**config.mk**
```make
export PLATFORM = sky130hd
export DESIGN_NAME = comment_line_classifier
export DESIGN_NICKNAME = d
export VERILOG_FILES = /design/src/sv/ccl_pkg.sv /design/src/sv/comment_line_classifier.sv /design/src/sv/ccl_cell.sv /design/src/sv/ccl_prefix.sv
export VERILOG_INCLUDE_DIRS = /design/src /design/src/sv
export SDC_FILE = /design/constraint.sdc
export NUM_CORES = 1
export LEC_CHECK = 0
export BUFFER_PORTS_ARGS = -buffer_cell sky130_fd_sc_hd__buf_2
export CORE_ASPECT_RATIO = 2
export CORE_MARGIN = 4
export CORE_UTILIZATION = 45
export CTS_BUF_LIST = sky130_fd_sc_hd__clkbuf_2
export DETAILED_ROUTE_END_ITERATION = 8
export GPL_TIMING_DRIVEN = 0
export MAX_ROUTING_LAYER = met4
export RECOVER_POWER = 50
export SETUP_SLACK_MARGIN = 0.02
export SLEW_MARGIN = 20
export SYNTH_ARGS = -nofsm -noshare
export SYNTH_HDL_FRONTEND = slang
export SYNTH_SLANG_ARGS = --single-unit
export TNS_END_PERCENT = 30
```
**constraint.sdc**
```tcl
create_clock -name clk -period 4.46 [get_ports clk]
set_clock_uncertainty 0.05 [all_clocks]
set_input_delay 0.446 -clock clk [delete_from_list [all_inputs] [get_ports clk]]
set_output_delay 0.446 -clock clk [all_outputs]
set_load 0.02 [all_outputs]
```
**src/sv/comment_line_classifier_assert.svh**
```systemverilog
// Assertion macros for the comment line classifier.
`ifndef COMMENT_LINE_CLASSIFIER_ASSERT_SVH
`define COMMENT_LINE_CLASSIFIER_ASSERT_SVH

`ifndef SYNTHESIS
// Check a property on every clock edge outside reset.
`define CLC_ASSERT(lbl, prop) \
  lbl: assert property (@(posedge clk) disable iff (rst) prop) \
    else $error("comment_line_classifier: assertion failed");
// Check a property on every clock edge, reset included.
`define CLC_ASSERT_ALWAYS(lbl, prop) \
  lbl: assert property (@(posedge clk) prop) \
    else $error("comment_line_classifier: assertion failed");
`else
`define CLC_ASSERT(lbl, prop)
`define CLC_ASSERT_ALWAYS(lbl, prop)
`endif

`endif

```
**src/sv/ccl_pkg.sv**
```systemverilog
// Types, constants and helper functions shared by the comment line classifier.
package ccl_pkg;

  localparam int BYTE_W = 8;
  localparam int TOK_W  = 64;
  localparam int LEN_W  = 4;
  localparam int CNT_W  = 4;
  localparam int IDX_W  = 3;

  typedef enum logic [2:0] {
    CLS_BLANK        = 3'd0,
    CLS_SOURCE       = 3'd1,
    CLS_SINGLE       = 3'd2,
    CLS_BLOCK_INSIDE = 3'd3,
    CLS_BLOCK_END    = 3'd4,
    CLS_BLOCK_START  = 3'd5
  } class_t;

  typedef enum logic [2:0] {
    REG_SINGLE_TOKEN = 3'd0,
    REG_SINGLE_LEN   = 3'd1,
    REG_START_TOKEN  = 3'd2,
    REG_START_LEN    = 3'd3,
    REG_END_TOKEN    = 3'd4,
    REG_END_LEN      = 3'd5
  } cfg_reg_t;

  // Per-cycle control handed to the cells and the prefix units.
  typedef struct packed {
    logic shift;
    logic clear;
  } ctl_t;

  typedef struct packed {
    class_t cls;
    logic   in_block;
  } res_t;

  function automatic logic is_space(input logic [BYTE_W-1:0] c);
    return (c == 8'h20) || (c == 8'h09) || (c == 8'h0A) ||
           (c == 8'h0B) || (c == 8'h0C) || (c == 8'h0D);
  endfunction

  // Clamp a length register to the window depth.
  function automatic logic [LEN_W-1:0] eff_len(input logic [LEN_W-1:0] len,
                                               input logic [LEN_W-1:0] lim);
    return (len > lim) ? lim : len;
  endfunction

  function automatic logic [BYTE_W-1:0] tok_byte(input logic [TOK_W-1:0] tok,
                                                 input logic [IDX_W-1:0] idx);
    return tok[BYTE_W*idx +: BYTE_W];
  endfunction

endpackage

```
**src/sv/comment_line_classifier.sv**
```systemverilog
// Top level of the comment line classifier: control, cell row and result buffer.
//
// Text arrives one byte per transfer on the item channel; a transfer with
// line_end set closes the line and produces exactly one result (line_class,
// in_block), registered, on the result channel. Leading whitespace is skipped.
// The block takes one item every cycle while item_stall is low: each kept byte
// advances a row of TOKEN_BYTES window cells that compare the end token in the
// same cycle, while two prefix units check the single-line and block start
// tokens. Results pass through an output register backed by a one-entry skid
// buffer, so items keep flowing while a result waits; item_stall rises only
// when both entries are full. Configuration writes take effect at the next
// edge and must only be issued while the block is idle.
`include "comment_line_classifier_assert.svh"

module comment_line_classifier #(
  parameter int TOKEN_BYTES = 8
) (
  input  logic        clk,
  input  logic        rst,
  // item channel
  input  logic        item_valid,
  output logic        item_stall,
  input  logic [7:0]  char_code,
  input  logic        line_end,
  // result channel
  output logic        result_valid,
  input  logic        result_stall,
  output logic [2:0]  line_class,
  output logic        in_block,
  // configuration
  input  logic        cfg_we,
  input  logic [2:0]  cfg_index,
  input  logic [63:0] cfg_data
);
  import ccl_pkg::*;

  localparam logic [LEN_W-1:0] DEPTH = LEN_W'(TOKEN_BYTES);

  // configuration registers
  logic [TOK_W-1:0] single_token;
  logic [LEN_W-1:0] single_len;
  logic [TOK_W-1:0] start_token;
  logic [LEN_W-1:0] start_len;
  logic [TOK_W-1:0] end_token;
  logic [LEN_W-1:0] end_len;

  always_ff @(posedge clk) begin
    if (rst) begin
      single_token <= TOK_W'(12079);
      single_len   <= LEN_W'(2);
      start_token  <= TOK_W'(10799);
      start_len    <= LEN_W'(2);
      end_token    <= TOK_W'(12074);
      end_len      <= LEN_W'(2);
    end else if (cfg_we) begin
      case (cfg_reg_t'(cfg_index))
        REG_SINGLE_TOKEN: single_token <= cfg_data;
        REG_SINGLE_LEN:   single_len   <= cfg_data[LEN_W-1:0];
        REG_START_TOKEN:  start_token  <= cfg_data;
        REG_START_LEN:    start_len    <= cfg_data[LEN_W-1:0];
        REG_END_TOKEN:    end_token    <= cfg_data;
        REG_END_LEN:      end_len      <= cfg_data[LEN_W-1:0];
        default: ;
      endcase
    end
  end

  logic [LEN_W-1:0] sl;
  logic [LEN_W-1:0] bl;
  logic [LEN_W-1:0] el;

  assign sl = eff_len(single_len, DEPTH);
  assign bl = eff_len(start_len, DEPTH);
  assign el = eff_len(end_len, DEPTH);

  // input transfer and per-cycle control
  logic item_take;
  logic line_take;
  ctl_t ctl;

  logic             content_seen;
  logic [CNT_W-1:0] content_count;
  logic             end_seen;
  logic             block_open;
  logic             block_open_next;

  assign item_take = item_valid && !item_stall;
  assign line_take = item_take && line_end;

  // Drop leading whitespace; every byte from the first other one on is kept.
  assign ctl.shift = item_take && !line_end && (content_seen || !is_space(char_code));
  assign ctl.clear = line_take;

  always_ff @(posedge clk) begin
    if (rst || ctl.clear) begin
      content_seen  <= 1'b0;
      content_count <= '0;
    end else if (ctl.shift) begin
      content_seen <= 1'b1;
      if (content_count < CNT_W'(TOKEN_BYTES)) begin
        content_count <= content_count + CNT_W'(1);
      end
    end
  end

  // prefix units for the single-line and block start tokens
  logic single_hit;
  logic start_hit;

  ccl_prefix u_single (
    .clk       (clk),
    .rst       (rst),
    .ctl       (ctl),
    .char_code (char_code),
    .count     (content_count),
    .len       (sl),
    .token     (single_token),
    .hit       (single_hit)
  );

  ccl_prefix u_start (
    .clk       (clk),
    .rst       (rst),
    .ctl       (ctl),
    .char_code (char_code),
    .count     (content_count),
    .len       (bl),
    .token     (start_token),
    .hit       (start_hit)
  );

  // Row of window cells; cell 0 takes the newest byte, each hands on its own.
  logic [BYTE_W-1:0]      win_byte  [TOKEN_BYTES];
  logic [TOKEN_BYTES-1:0] win_valid;
  logic [TOKEN_BYTES-1:0] win_miss;

  for (genvar k = 0; k < TOKEN_BYTES; k++) begin : g_cell
    logic [BYTE_W-1:0] byte_in;
    logic              valid_in;

    if (k == 0) begin : g_head
      assign byte_in  = char_code;
      assign valid_in = 1'b1;
    end else begin : g_link
      assign byte_in  = win_byte[k-1];
      assign valid_in = win_valid[k-1];
    end

    ccl_cell #(
      .TOKEN_BYTES (TOKEN_BYTES),
      .CELL_INDEX  (k)
    ) u_cell (
      .clk        (clk),
      .rst        (rst),
      .ctl        (ctl),
      .byte_in    (byte_in),
      .valid_in   (valid_in),
      .end_len    (el),
      .end_token  (end_token),
      .held_byte  (win_byte[k]),
      .held_valid (win_valid[k]),
      .miss       (win_miss[k])
    );
  end

  // End token seen anywhere in the trimmed line; needs a full window of el bytes.
  always_ff @(posedge clk) begin
    if (rst || ctl.clear) begin
      end_seen <= 1'b0;
    end else if (ctl.shift && (el != '0) && !(|win_miss)) begin
      end_seen <= 1'b1;
    end
  end

  // line classification at the line end
  class_t line_cls;

  always_comb begin
    line_cls        = content_seen ? CLS_SOURCE : CLS_BLANK;
    block_open_next = block_open;
    if (bl != '0) begin
      if (block_open) begin
        if (end_seen) begin
          line_cls        = CLS_BLOCK_END;
          block_open_next = 1'b0;
        end else begin
          line_cls = CLS_BLOCK_INSIDE;
        end
      end else if (start_hit) begin
        line_cls        = CLS_BLOCK_START;
        block_open_next = !end_seen;
      end
    end else if ((sl != '0) && single_hit) begin
      line_cls = CLS_SINGLE;
    end
  end

  always_ff @(posedge clk) begin
    if (rst) begin
      block_open <= 1'b0;
    end else if (line_take) begin
      block_open <= block_open_next;
    end
  end

  // result register with a one-entry skid buffer behind it
  res_t res_new;
  res_t res_out;
  res_t res_skid;
  logic skid_valid;
  logic result_take;

  assign res_new     = '{cls: line_cls, in_block: block_open_next};
  assign result_take = result_valid && !result_stall;
  assign item_stall  = skid_valid;

  always_ff @(posedge clk) begin
    if (rst) begin
      result_valid <= 1'b0;
      skid_valid   <= 1'b0;
    end else if (skid_valid) begin
      if (result_take) begin
        skid_valid <= 1'b0;
      end
    end else if (line_take) begin
      if (result_valid && !result_take) begin
        skid_valid <= 1'b1;
      end else begin
        result_valid <= 1'b1;
      end
    end else if (result_take) begin
      result_valid <= 1'b0;
    end
  end

  always_ff @(posedge clk) begin
    if (skid_valid) begin
      if (result_take) begin
        res_out <= res_skid;
      end
    end else if (line_take) begin
      if (result_valid && !result_take) begin
        res_skid <= res_new;
      end else begin
        res_out <= res_new;
      end
    end
  end

  assign line_class = res_out.cls;
  assign in_block   = res_out.in_block;

  // A line end taken with the result register full and stalled fills the skid.
  `CLC_ASSERT(a_skid_fill, (line_take && result_valid && result_stall) |=> item_stall)
  // After every line end, a result is valid in the next cycle.
  `CLC_ASSERT(a_result_follows, line_take |=> result_valid)
  // The block flag moves only at a line end.
  `CLC_ASSERT(a_block_hold, !line_take |=> $stable(block_open))
  // A line inside a block leaves the block open; an end line closes it.
  `CLC_ASSERT(a_class_flag, result_valid |-> ((line_class != CLS_BLOCK_INSIDE || in_block) && (line_class != CLS_BLOCK_END || !in_block)))

endmodule

```
**src/sv/ccl_cell.sv**
```systemverilog
// One window cell: holds a recent byte and checks it against the end token.
module ccl_cell #(
  parameter int TOKEN_BYTES = 8,
  parameter int CELL_INDEX  = 0
) (
  input  logic                      clk,
  input  logic                      rst,
  input  ccl_pkg::ctl_t             ctl,
  input  logic [ccl_pkg::BYTE_W-1:0] byte_in,
  input  logic                      valid_in,
  input  logic [ccl_pkg::LEN_W-1:0] end_len,
  input  logic [ccl_pkg::TOK_W-1:0] end_token,
  output logic [ccl_pkg::BYTE_W-1:0] held_byte,
  output logic                      held_valid,
  output logic                      miss
);
  import ccl_pkg::*;

  logic             mismatch;
  logic [LEN_W-1:0] pos;

  // Compare the incoming byte with every token byte that lands on this cell.
  // Token byte i sits end_len-1-i cells behind the newest byte.
  always_comb begin
    mismatch = 1'b0;
    pos      = '0;
    for (int i = 0; i < TOKEN_BYTES; i++) begin
      pos = end_len - LEN_W'(1) - LEN_W'(i);
      if ((LEN_W'(i) < end_len) && (pos == LEN_W'(CELL_INDEX)) &&
          (byte_in != end_token[BYTE_W*i +: BYTE_W])) begin
        mismatch = 1'b1;
      end
    end
  end

  assign miss = (LEN_W'(CELL_INDEX) < end_len) && (!valid_in || mismatch);

  always_ff @(posedge clk) begin
    if (ctl.shift) begin
      held_byte <= byte_in;
    end
  end

  always_ff @(posedge clk) begin
    if (rst || ctl.clear) begin
      held_valid <= 1'b0;
    end else if (ctl.shift) begin
      held_valid <= valid_in;
    end
  end

endmodule

```
**src/sv/ccl_prefix.sv**
```systemverilog
// Prefix matcher: tracks whether the trimmed line opens with a token.
module ccl_prefix (
  input  logic                       clk,
  input  logic                       rst,
  input  ccl_pkg::ctl_t              ctl,
  input  logic [ccl_pkg::BYTE_W-1:0] char_code,
  input  logic [ccl_pkg::CNT_W-1:0]  count,
  input  logic [ccl_pkg::LEN_W-1:0]  len,
  input  logic [ccl_pkg::TOK_W-1:0]  token,
  output logic                       hit
);
  import ccl_pkg::*;

  logic prefix_ok;
  logic prefix_ok_next;

  always_comb begin
    prefix_ok_next = prefix_ok;
    if (ctl.clear) begin
      prefix_ok_next = 1'b1;
    end else if (ctl.shift && (count < CNT_W'(len)) &&
                 (char_code != tok_byte(token, count[IDX_W-1:0]))) begin
      prefix_ok_next = 1'b0;
    end
  end

  always_ff @(posedge clk) begin
    if (rst) begin
      prefix_ok <= 1'b1;
    end else begin
      prefix_ok <= prefix_ok_next;
    end
  end

  assign hit = prefix_ok && (count >= CNT_W'(len));

endmodule

```
======== After elaboration in Yosys (flattened, before gate mapping) ========
Cells that the tools add are included.
cells by class
  shifts and indexed selects .............. 2
  order comparisons ....................... 16
  equal/unequal tests ..................... 136
  bitwise operators ....................... 1
  reduce and logical (&&, ||, !) cells .... 205
  mux-type cells .......................... 88
  add/subtract/negate cells ............... 9
operators with widths
  cell                                                                          count
  8-bit inequality test                                                         66
  1-bit logical AND                                                             151
  4-bit by 3-bit equality test with 1-bit output (second input constant)        32
  64-bit by 7-bit indexed part select with 8-bit output                         2
  1-bit two-way mux                                                             76
  4-bit by 2-bit equality test with 1-bit output (second input constant)        16
  8-bit by 4-bit equality test with 1-bit output (second input constant)        5
  4-bit by 1-bit equality test with 1-bit output (second input constant)        8
  4-bit logical NOT                                                             8
  4-bit two-way mux                                                             7
  3-bit by 4-bit less-than comparator with 1-bit output (first input constant)  4
  4-bit by 3-bit subtractor with 4-bit output (second input constant)           4
  1-bit logical NOT                                                             14
  1-bit logical OR                                                              14
  2-bit AND reduction                                                           7
  4-bit greater-than comparator (second input constant)                         3
  3-bit two-way mux                                                             4
  4-bit nonzero test                                                            3
  3-bit AND reduction                                                           3
  8-bit by 6-bit equality test with 1-bit output (second input constant)        1
  4-bit greater-or-equal comparator                                             2
  1-bit by 4-bit less-than comparator with 1-bit output (first input constant)  2
  2-bit by 4-bit less-than comparator with 1-bit output (first input constant)  2
  4-bit less-than comparator                                                    2
  other kinds (15)                                                              21
storage, ports and cells
  input port bits ......................... 81
  word-level logic and storage cells ...... 488
  output and inout bits ................... 6
  flip-flop bits (word level) ............. 285

======== Logic depth before layout (Yosys ltp) ========
  depth in word-level cells ............... 19
  mapped depth ............................ 19

======== Modules after synthesis ========
A second synthesis with hierarchy kept.
unflattened totals
  cell total of the unflattened synthesis .. 2491
  area, all modules ....................... 22098.7 um^2
modules (own cells, without submodules)
  module                        sequential area each (um^2)  cells an instance  times used  area an instance (um^2)
  comment_line_classifier       4504.3                       979                1           7996.4
  ccl_cell at g_cell[4].u_cell  260.2                        174                1           1619.1
  ccl_cell at g_cell[5].u_cell  260.2                        174                1           1606.5
  ccl_cell at g_cell[7].u_cell  260.2                        163                1           1591.5
  ccl_prefix                    20.0                         71                 2           792.0
  ccl_cell at g_cell[6].u_cell  260.2                        176                1           1577.8
  ccl_cell at g_cell[1].u_cell  260.2                        172                1           1576.5
  ccl_cell at g_cell[0].u_cell  260.2                        179                1           1566.5
  ccl_cell at g_cell[3].u_cell  260.2                        165                1           1492.7
  ccl_cell at g_cell[2].u_cell  260.2                        167                1           1487.7

======== Least setup slack after synthesis ========
OpenSTA, ideal clock, no wires.
  path type ............................... flip-flop to flip-flop
  start ................................... register end_len[3]
  end ..................................... register end_seen
  arrival time ............................ 3.659 ns
  setup time .............................. 0.088 ns
  cell stages (with the launch flop) ...... 19
  path slack .............................. 0.663 ns
  cells stage by stage .................... dfxtp_1 > buf_6 > clkbuf_1 > clkbuf_1 > nand2b_1 > ha_1 > buf_6 > nor3b_1 > nor2_1 > inv_1 > ha_1 > nand2b_1 > a31oi_1 > nor3_1 > a22o_1 > a221o_1 > a311oi_1 > nand4_1 > o32ai_2
between the ends
  word-level cells in the longest chain between the ends .. 19
  elaborated cells on any way between the ends .. 294
  classes of those cells .................. 8 x add/sub; 9 x order compare; 56 x eq/ne; 65 x mux; 156 x reduce/logical
ends and longest elaborated chain
  element                                                                 line                            source
  start: declaration                                                      comment_line_classifier.sv:45   logic [LEN_W-1:0] end_len;
  start signal: assignment                                                comment_line_classifier.sv:62   REG_END_LEN: end_len <= cfg_data[LEN_W-1:0];
  4-bit greater-than comparator                                           ccl_pkg.sv:47                   return (len > lim) ? lim : len;
  4-bit two-way mux (*)                                                   ccl_pkg.sv:47
  4-bit by 1-bit subtractor with 4-bit output                             ccl_cell.sv:28                  pos = end_len - LEN_W'(1) - LEN_W'(i);
  4-bit by 1-bit subtractor with 4-bit output (tied with other cells)     ccl_cell.sv:28
  4-bit by 1-bit equality test with 1-bit output (tied with other cells)  ccl_cell.sv:29                  if ((LEN_W'(i) < end_len) && (pos == LEN_W'(CELL_INDEX)) &&
  1-bit logical AND                                                       ccl_cell.sv:29
  1-bit logical AND / 1-bit two-way mux (equally long branches)           ccl_cell.sv:29
  1-bit two-way mux (7 in a row)                                          ccl_cell.sv:29
  1-bit logical OR                                                        ccl_cell.sv:36                  assign miss = (LEN_W'(CELL_INDEX) < end_len) && (!valid_in || mismatch);
  1-bit logical AND                                                       ccl_cell.sv:36
  8-bit OR reduction                                                      comment_line_classifier.sv:170  end else if (ctl.shift && (el != '0) && !(|win_miss)) begin
  1-bit logical NOT                                                       comment_line_classifier.sv:170
  1-bit logical AND (*)                                                   comment_line_classifier.sv:170
  end signal: assignment                                                  comment_line_classifier.sv:169  end_seen <= 1'b0;
  end signal: assignment                                                  comment_line_classifier.sv:171  end_seen <= 1'b1;
  end: declaration                                                        comment_line_classifier.sv:83   logic end_seen;
Every way passes the cells marked *; elsewhere a longest branch is shown, timed or not.
A chain may end at the register's enable or synchronous reset.

======== Final worst setup path ========
Ends and elaborated chain as after synthesis.

==> flow_metrics.env <==
export IMPL_detail_route_wirelength_mm=69.1
export IMPL_final_core_util=0.526
export IMPL_timing_critical_path_mode_cell="sky130_fd_sc_hd__buf_6"
export IMPL_die_height_microns=286
export IMPL_htree_levels=3
export IMPL_slew_headroom=0.226
export IMPL_buffer_ports_inserted=85
export IMPL_placement_cell_area_sq_um=18400
export IMPL_start_kind="flip-flop"
export IMPL_drt_pre_antenna_iters=5
export IMPL_summed_instance_area_of_the_synthesized_netlist_sq_um=17400
export IMPL_grt_first_pass_wirelength_mm=101
export IMPL_synth_edf_count=64
export IMPL_synth_seq_area_share=0.366
export IMPL_critPathCaptureType="flip-flop"
export IMPL_grt_usage=0.334
export IMPL_synthesis_area_per_instance_sq_um=8.62
export IMPL_ioPinCount=87
export IMPL_max_freq_ghz=0.231
export IMPL_yosys_most_used_dff="sky130_fd_sc_hd__dfxtp_1"
export IMPL_gp_congestion=1.05
export IMPL_final_nets=2353
export IMPL_placeableCoreArea_sq_um=38000
export IMPL_period_needed_ns=4.33
export IMPL_power_density_nw_per_um2=281
export IMPL_crit_share_post_route=0.970
export IMPL_async_flop_share=0
export IMPL_cpPeakStageDelay_ns=0.41
export IMPL_cts_num_sinks=285
export IMPL_pins_over_slew_limit=0
export IMPL_rows=101
export IMPL_run_status="finished clean"
export IMPL_yosys_area_top_type_share=0.255
export IMPL_syn_num_nets=2116
export IMPL_initial_utilization=0.456
export IMPL_cp_max_fo=10
export IMPL_cap_viol_max_count=0
export IMPL_post_synth_num_cell_types=69
export IMPL_die_w_microns=147
export IMPL_clock_tree_buffer_depth=3
export IMPL_half_perimeter_wire_length_of_the_detailed_placement_result_mm=52.5
export IMPL_power_leakage_nw=7.32
export IMPL_cts_root_buffer="sky130_fd_sc_hd__clkbuf_2"
export IMPL_cts_buffers=68
export IMPL_final_layout_size_suffix_gt1_frac=0.115
export IMPL_yosys_warnings=0
export IMPL_detail_route_wl_per_cell_microns=24.5
export IMPL_grt_remaining_overflow=0
export IMPL_drcViolationCount=0
export IMPL_route_vias_total=15821
export IMPL_synth_top_cells_by_area="sky130_fd_sc_hd__dfxtp_1, sky130_fd_sc_hd__xor2_1, sky130_fd_sc_hd__edfxtp_1"
export IMPL_hold_crit_path_type="in -> reg"
export IMPL_tightestPinTransition_ns=1.16
export IMPL_critical_path_cell_chain="buf_6 > clkbuf_4 > clkbuf_8 > nand2b_2 > ha_1 > buf_6 > inv_2 > nor2_1 > nor2_2 > inv_1 > ha_2 > nand2b_1 > a31oi_4 > nor3_2 > a22o_1 > a221o_1 > a311oi_2 > nand4_1 > o32ai_2"
export IMPL_grt_start_max_net_pins=42
export IMPL_synthesis_instances=2014
export IMPL_number_of_global_route_vias_before_repair=16019
export IMPL_final_hold_viol_count=0
export IMPL_critical_path_slowest_cell="sky130_fd_sc_hd__a221o_1"
export IMPL_die_area_sq_um=42000
export IMPL_synth_cells_most_frequent="sky130_fd_sc_hd__nand2_1, sky130_fd_sc_hd__xor2_1, sky130_fd_sc_hd__dfxtp_1, sky130_fd_sc_hd__xnor2_1, sky130_fd_sc_hd__a21oi_1"
export IMPL_unrepaired_setup_endpoints_after_global_routing="false"
export IMPL_setup_viol=0
export IMPL_route_detailed_vias_per_inst=5.61
export IMPL_area_delta_synth_final_pct=15.3
export IMPL_clkSlewWorstSetupHoldPaths_ns=0.12
export IMPL_arrival_time_at_the_worst_endpoint_ns=5.09
export IMPL_antenna_found_initial=1
export IMPL_required_time_at_the_endpoint_of_the_critical_path_ns=5.23
export IMPL_synth_seq_cells=285
export IMPL_synth_area_leader_cell="sky130_fd_sc_hd__dfxtp_1"
export IMPL_ir_drop_uv=262
export IMPL_timing_worst_setup_path_type="reg -> reg"
export IMPL_finish_instance_area_sq_um=20000
export IMPL_initialDrtViolationCount=997
export IMPL_clock_latency_ns=1.00
export IMPL_cts_tree="done"
export IMPL_drt_antenna_violating_nets=0
export IMPL_post_synth_top_count_cell="sky130_fd_sc_hd__nand2_1"
-- cell families (layout without fill, tap and decap cells) --
| family | count (synthesis) | after routing | share of synthesized area |
|---|---|---|---|
| and+or+nand+nor | 666 | 666 | 0.177 |
| adders and majority gates | 21 | 21 | 0.0151 |
| muxes | 62 | 62 | 0.0591 |
| buffers and inverters | 226 | 516 | 0.0511 |
| xor gates and xnor gates | 468 | 468 | 0.238 |
| AOI/OAI and AO/OA | 286 | 286 | 0.0936 |
| other | 0 | 2 | 0 |
| DFF | 285 | 285 | 0.366 |
-- through the flow --
step	worst slack (ns)	power, mW	setup TNS (ns)	hold WS, ns	instances
5_1_grt	0.0337	5.85	0	0.119	2821
3_5_place_dp	-0.723	3.66	-0.723	0.382	2615
2_1_floorplan	0.663	3.35	0	0.374	2014
3_3_place_gp	-0.880	3.64	-49.63	0.379	2614
4_1_cts	0.0286	5.64	0	0.0389	2817
6_report	0.133	5.63	0	0.110	2821
-- routing by layer --
layer  global-route usage  part of all wire  routed length, microns  vias to the layer above
li1                     -                 -                       -                     7279
met1                0.305              0.32                   22200                     7520
met2                0.607              0.53                   36600                      688
met3               0.0458             0.047                    3260                      334
met4                0.275              0.10                    7060                        0
met5                    -                 0                       0                        -
-- cell usage in the layout (no fill, tap or decap), types with 6 or more instances in the layout --
master                          netlist  routed
sky130_fd_sc_hd__nand2b_1             8       7
sky130_fd_sc_hd__dlygate4sd3_1        0      79
sky130_fd_sc_hd__a31oi_1              7       6
sky130_fd_sc_hd__xnor2_1            210     210
sky130_fd_sc_hd__nand2_1            424     424
sky130_fd_sc_hd__clkinv_1             1      13
sky130_fd_sc_hd__buf_2               17      92
sky130_fd_sc_hd__nand4_1             63      63
sky130_fd_sc_hd__clkbuf_2             2     105
sky130_fd_sc_hd__inv_1               11      11
sky130_fd_sc_hd__nor4_1              62      62
sky130_fd_sc_hd__o21ai_0             23      23
sky130_fd_sc_hd__nand3_1              8       8
sky130_fd_sc_hd__mux2i_1             26      26
sky130_fd_sc_hd__edfxtp_1            64      64
sky130_fd_sc_hd__clkbuf_1           157     167
sky130_fd_sc_hd__nand3b_1            31      31
sky130_fd_sc_hd__buf_1               35      33
sky130_fd_sc_hd__ha_1                21      20
sky130_fd_sc_hd__nor2_1              39      38
sky130_fd_sc_hd__xor2_1             256     256
sky130_fd_sc_hd__o211ai_1            16      16
sky130_fd_sc_hd__nor2b_1             10       9
sky130_fd_sc_hd__a21oi_1            199     199
sky130_fd_sc_hd__mux4_2              32      32
sky130_fd_sc_hd__dfxtp_1            221     221
-- path summary, 6_finish.rpt --
check,endpoint,cells past startpoint,start,slack [ns]
max reg2reg,end_seen,19,end_len[3],0.13
max,end_seen,19,end_len[3],0.13
min reg2reg,g_cell[5].u_cell.held_byte[3],0,g_cell[4].u_cell.held_byte[3],0.30
min,start_len[1],4,cfg_index[2],0.11
-- what timing repair did --
item	CTS	global route
pin swaps	1	3
gates resized for setup	10	5
hold buffers	79	0
hold endpoints to repair	224	0
setup buffers	0	2
endpoints found under the setup margin	1	1
cloned	0	0
-- sequential cells by signal, indices dropped and copies added (netlist names), 3 cells and up --
| register | count |
|---|---|
| end_token | 64 |
| single_token | 64 |
| start_token | 64 |
| g_cell.u_cell.held_byte | 56 |
| g_cell.u_cell.held_valid | 7 |
| content_count | 4 |
| end_len | 4 |
| res_skid | 4 |
| single_len | 4 |
| start_len | 4 |
| line_class | 3 |
-- power breakdown --
| group | total (mW) | switching (mW) | internal, mW | leakage (nW) |
|---|---|---|---|---|
| Sequential | 2.75 | 0.0359 | 2.71 | 2.39 |
| Clock | 1.96 | 1.11 | 0.847 | 0.509 |
| Combinational | 0.923 | 0.575 | 0.348 | 4.42 |
-- layout make-up --
class	instances	area (sq um)
multi-input cells	1503	10200
inverters	13	50.0
flip-flops and latches	285	6350
plain buffers	213	852
repair buffers	167	1240
clock inverters	20	193
fillers	3691	18000
diodes	2	5.00
well taps	515	644
clock buffers	103	515
-- worst max-delay path, delay by kind of cell (launching register included) --
| kind | cells | cell delay (ns) |
|---|---|---|
| AOI/OAI and AO/OA | 5 | 1.47 |
| and+or+nand+nor | 6 | 1.03 |
| buffers and inverters | 6 | 0.89 |
| adders and majority gates | 2 | 0.47 |
| DFF | 1 | 0.33 |
No activity file was read; power rests on OpenSTA's default activity.
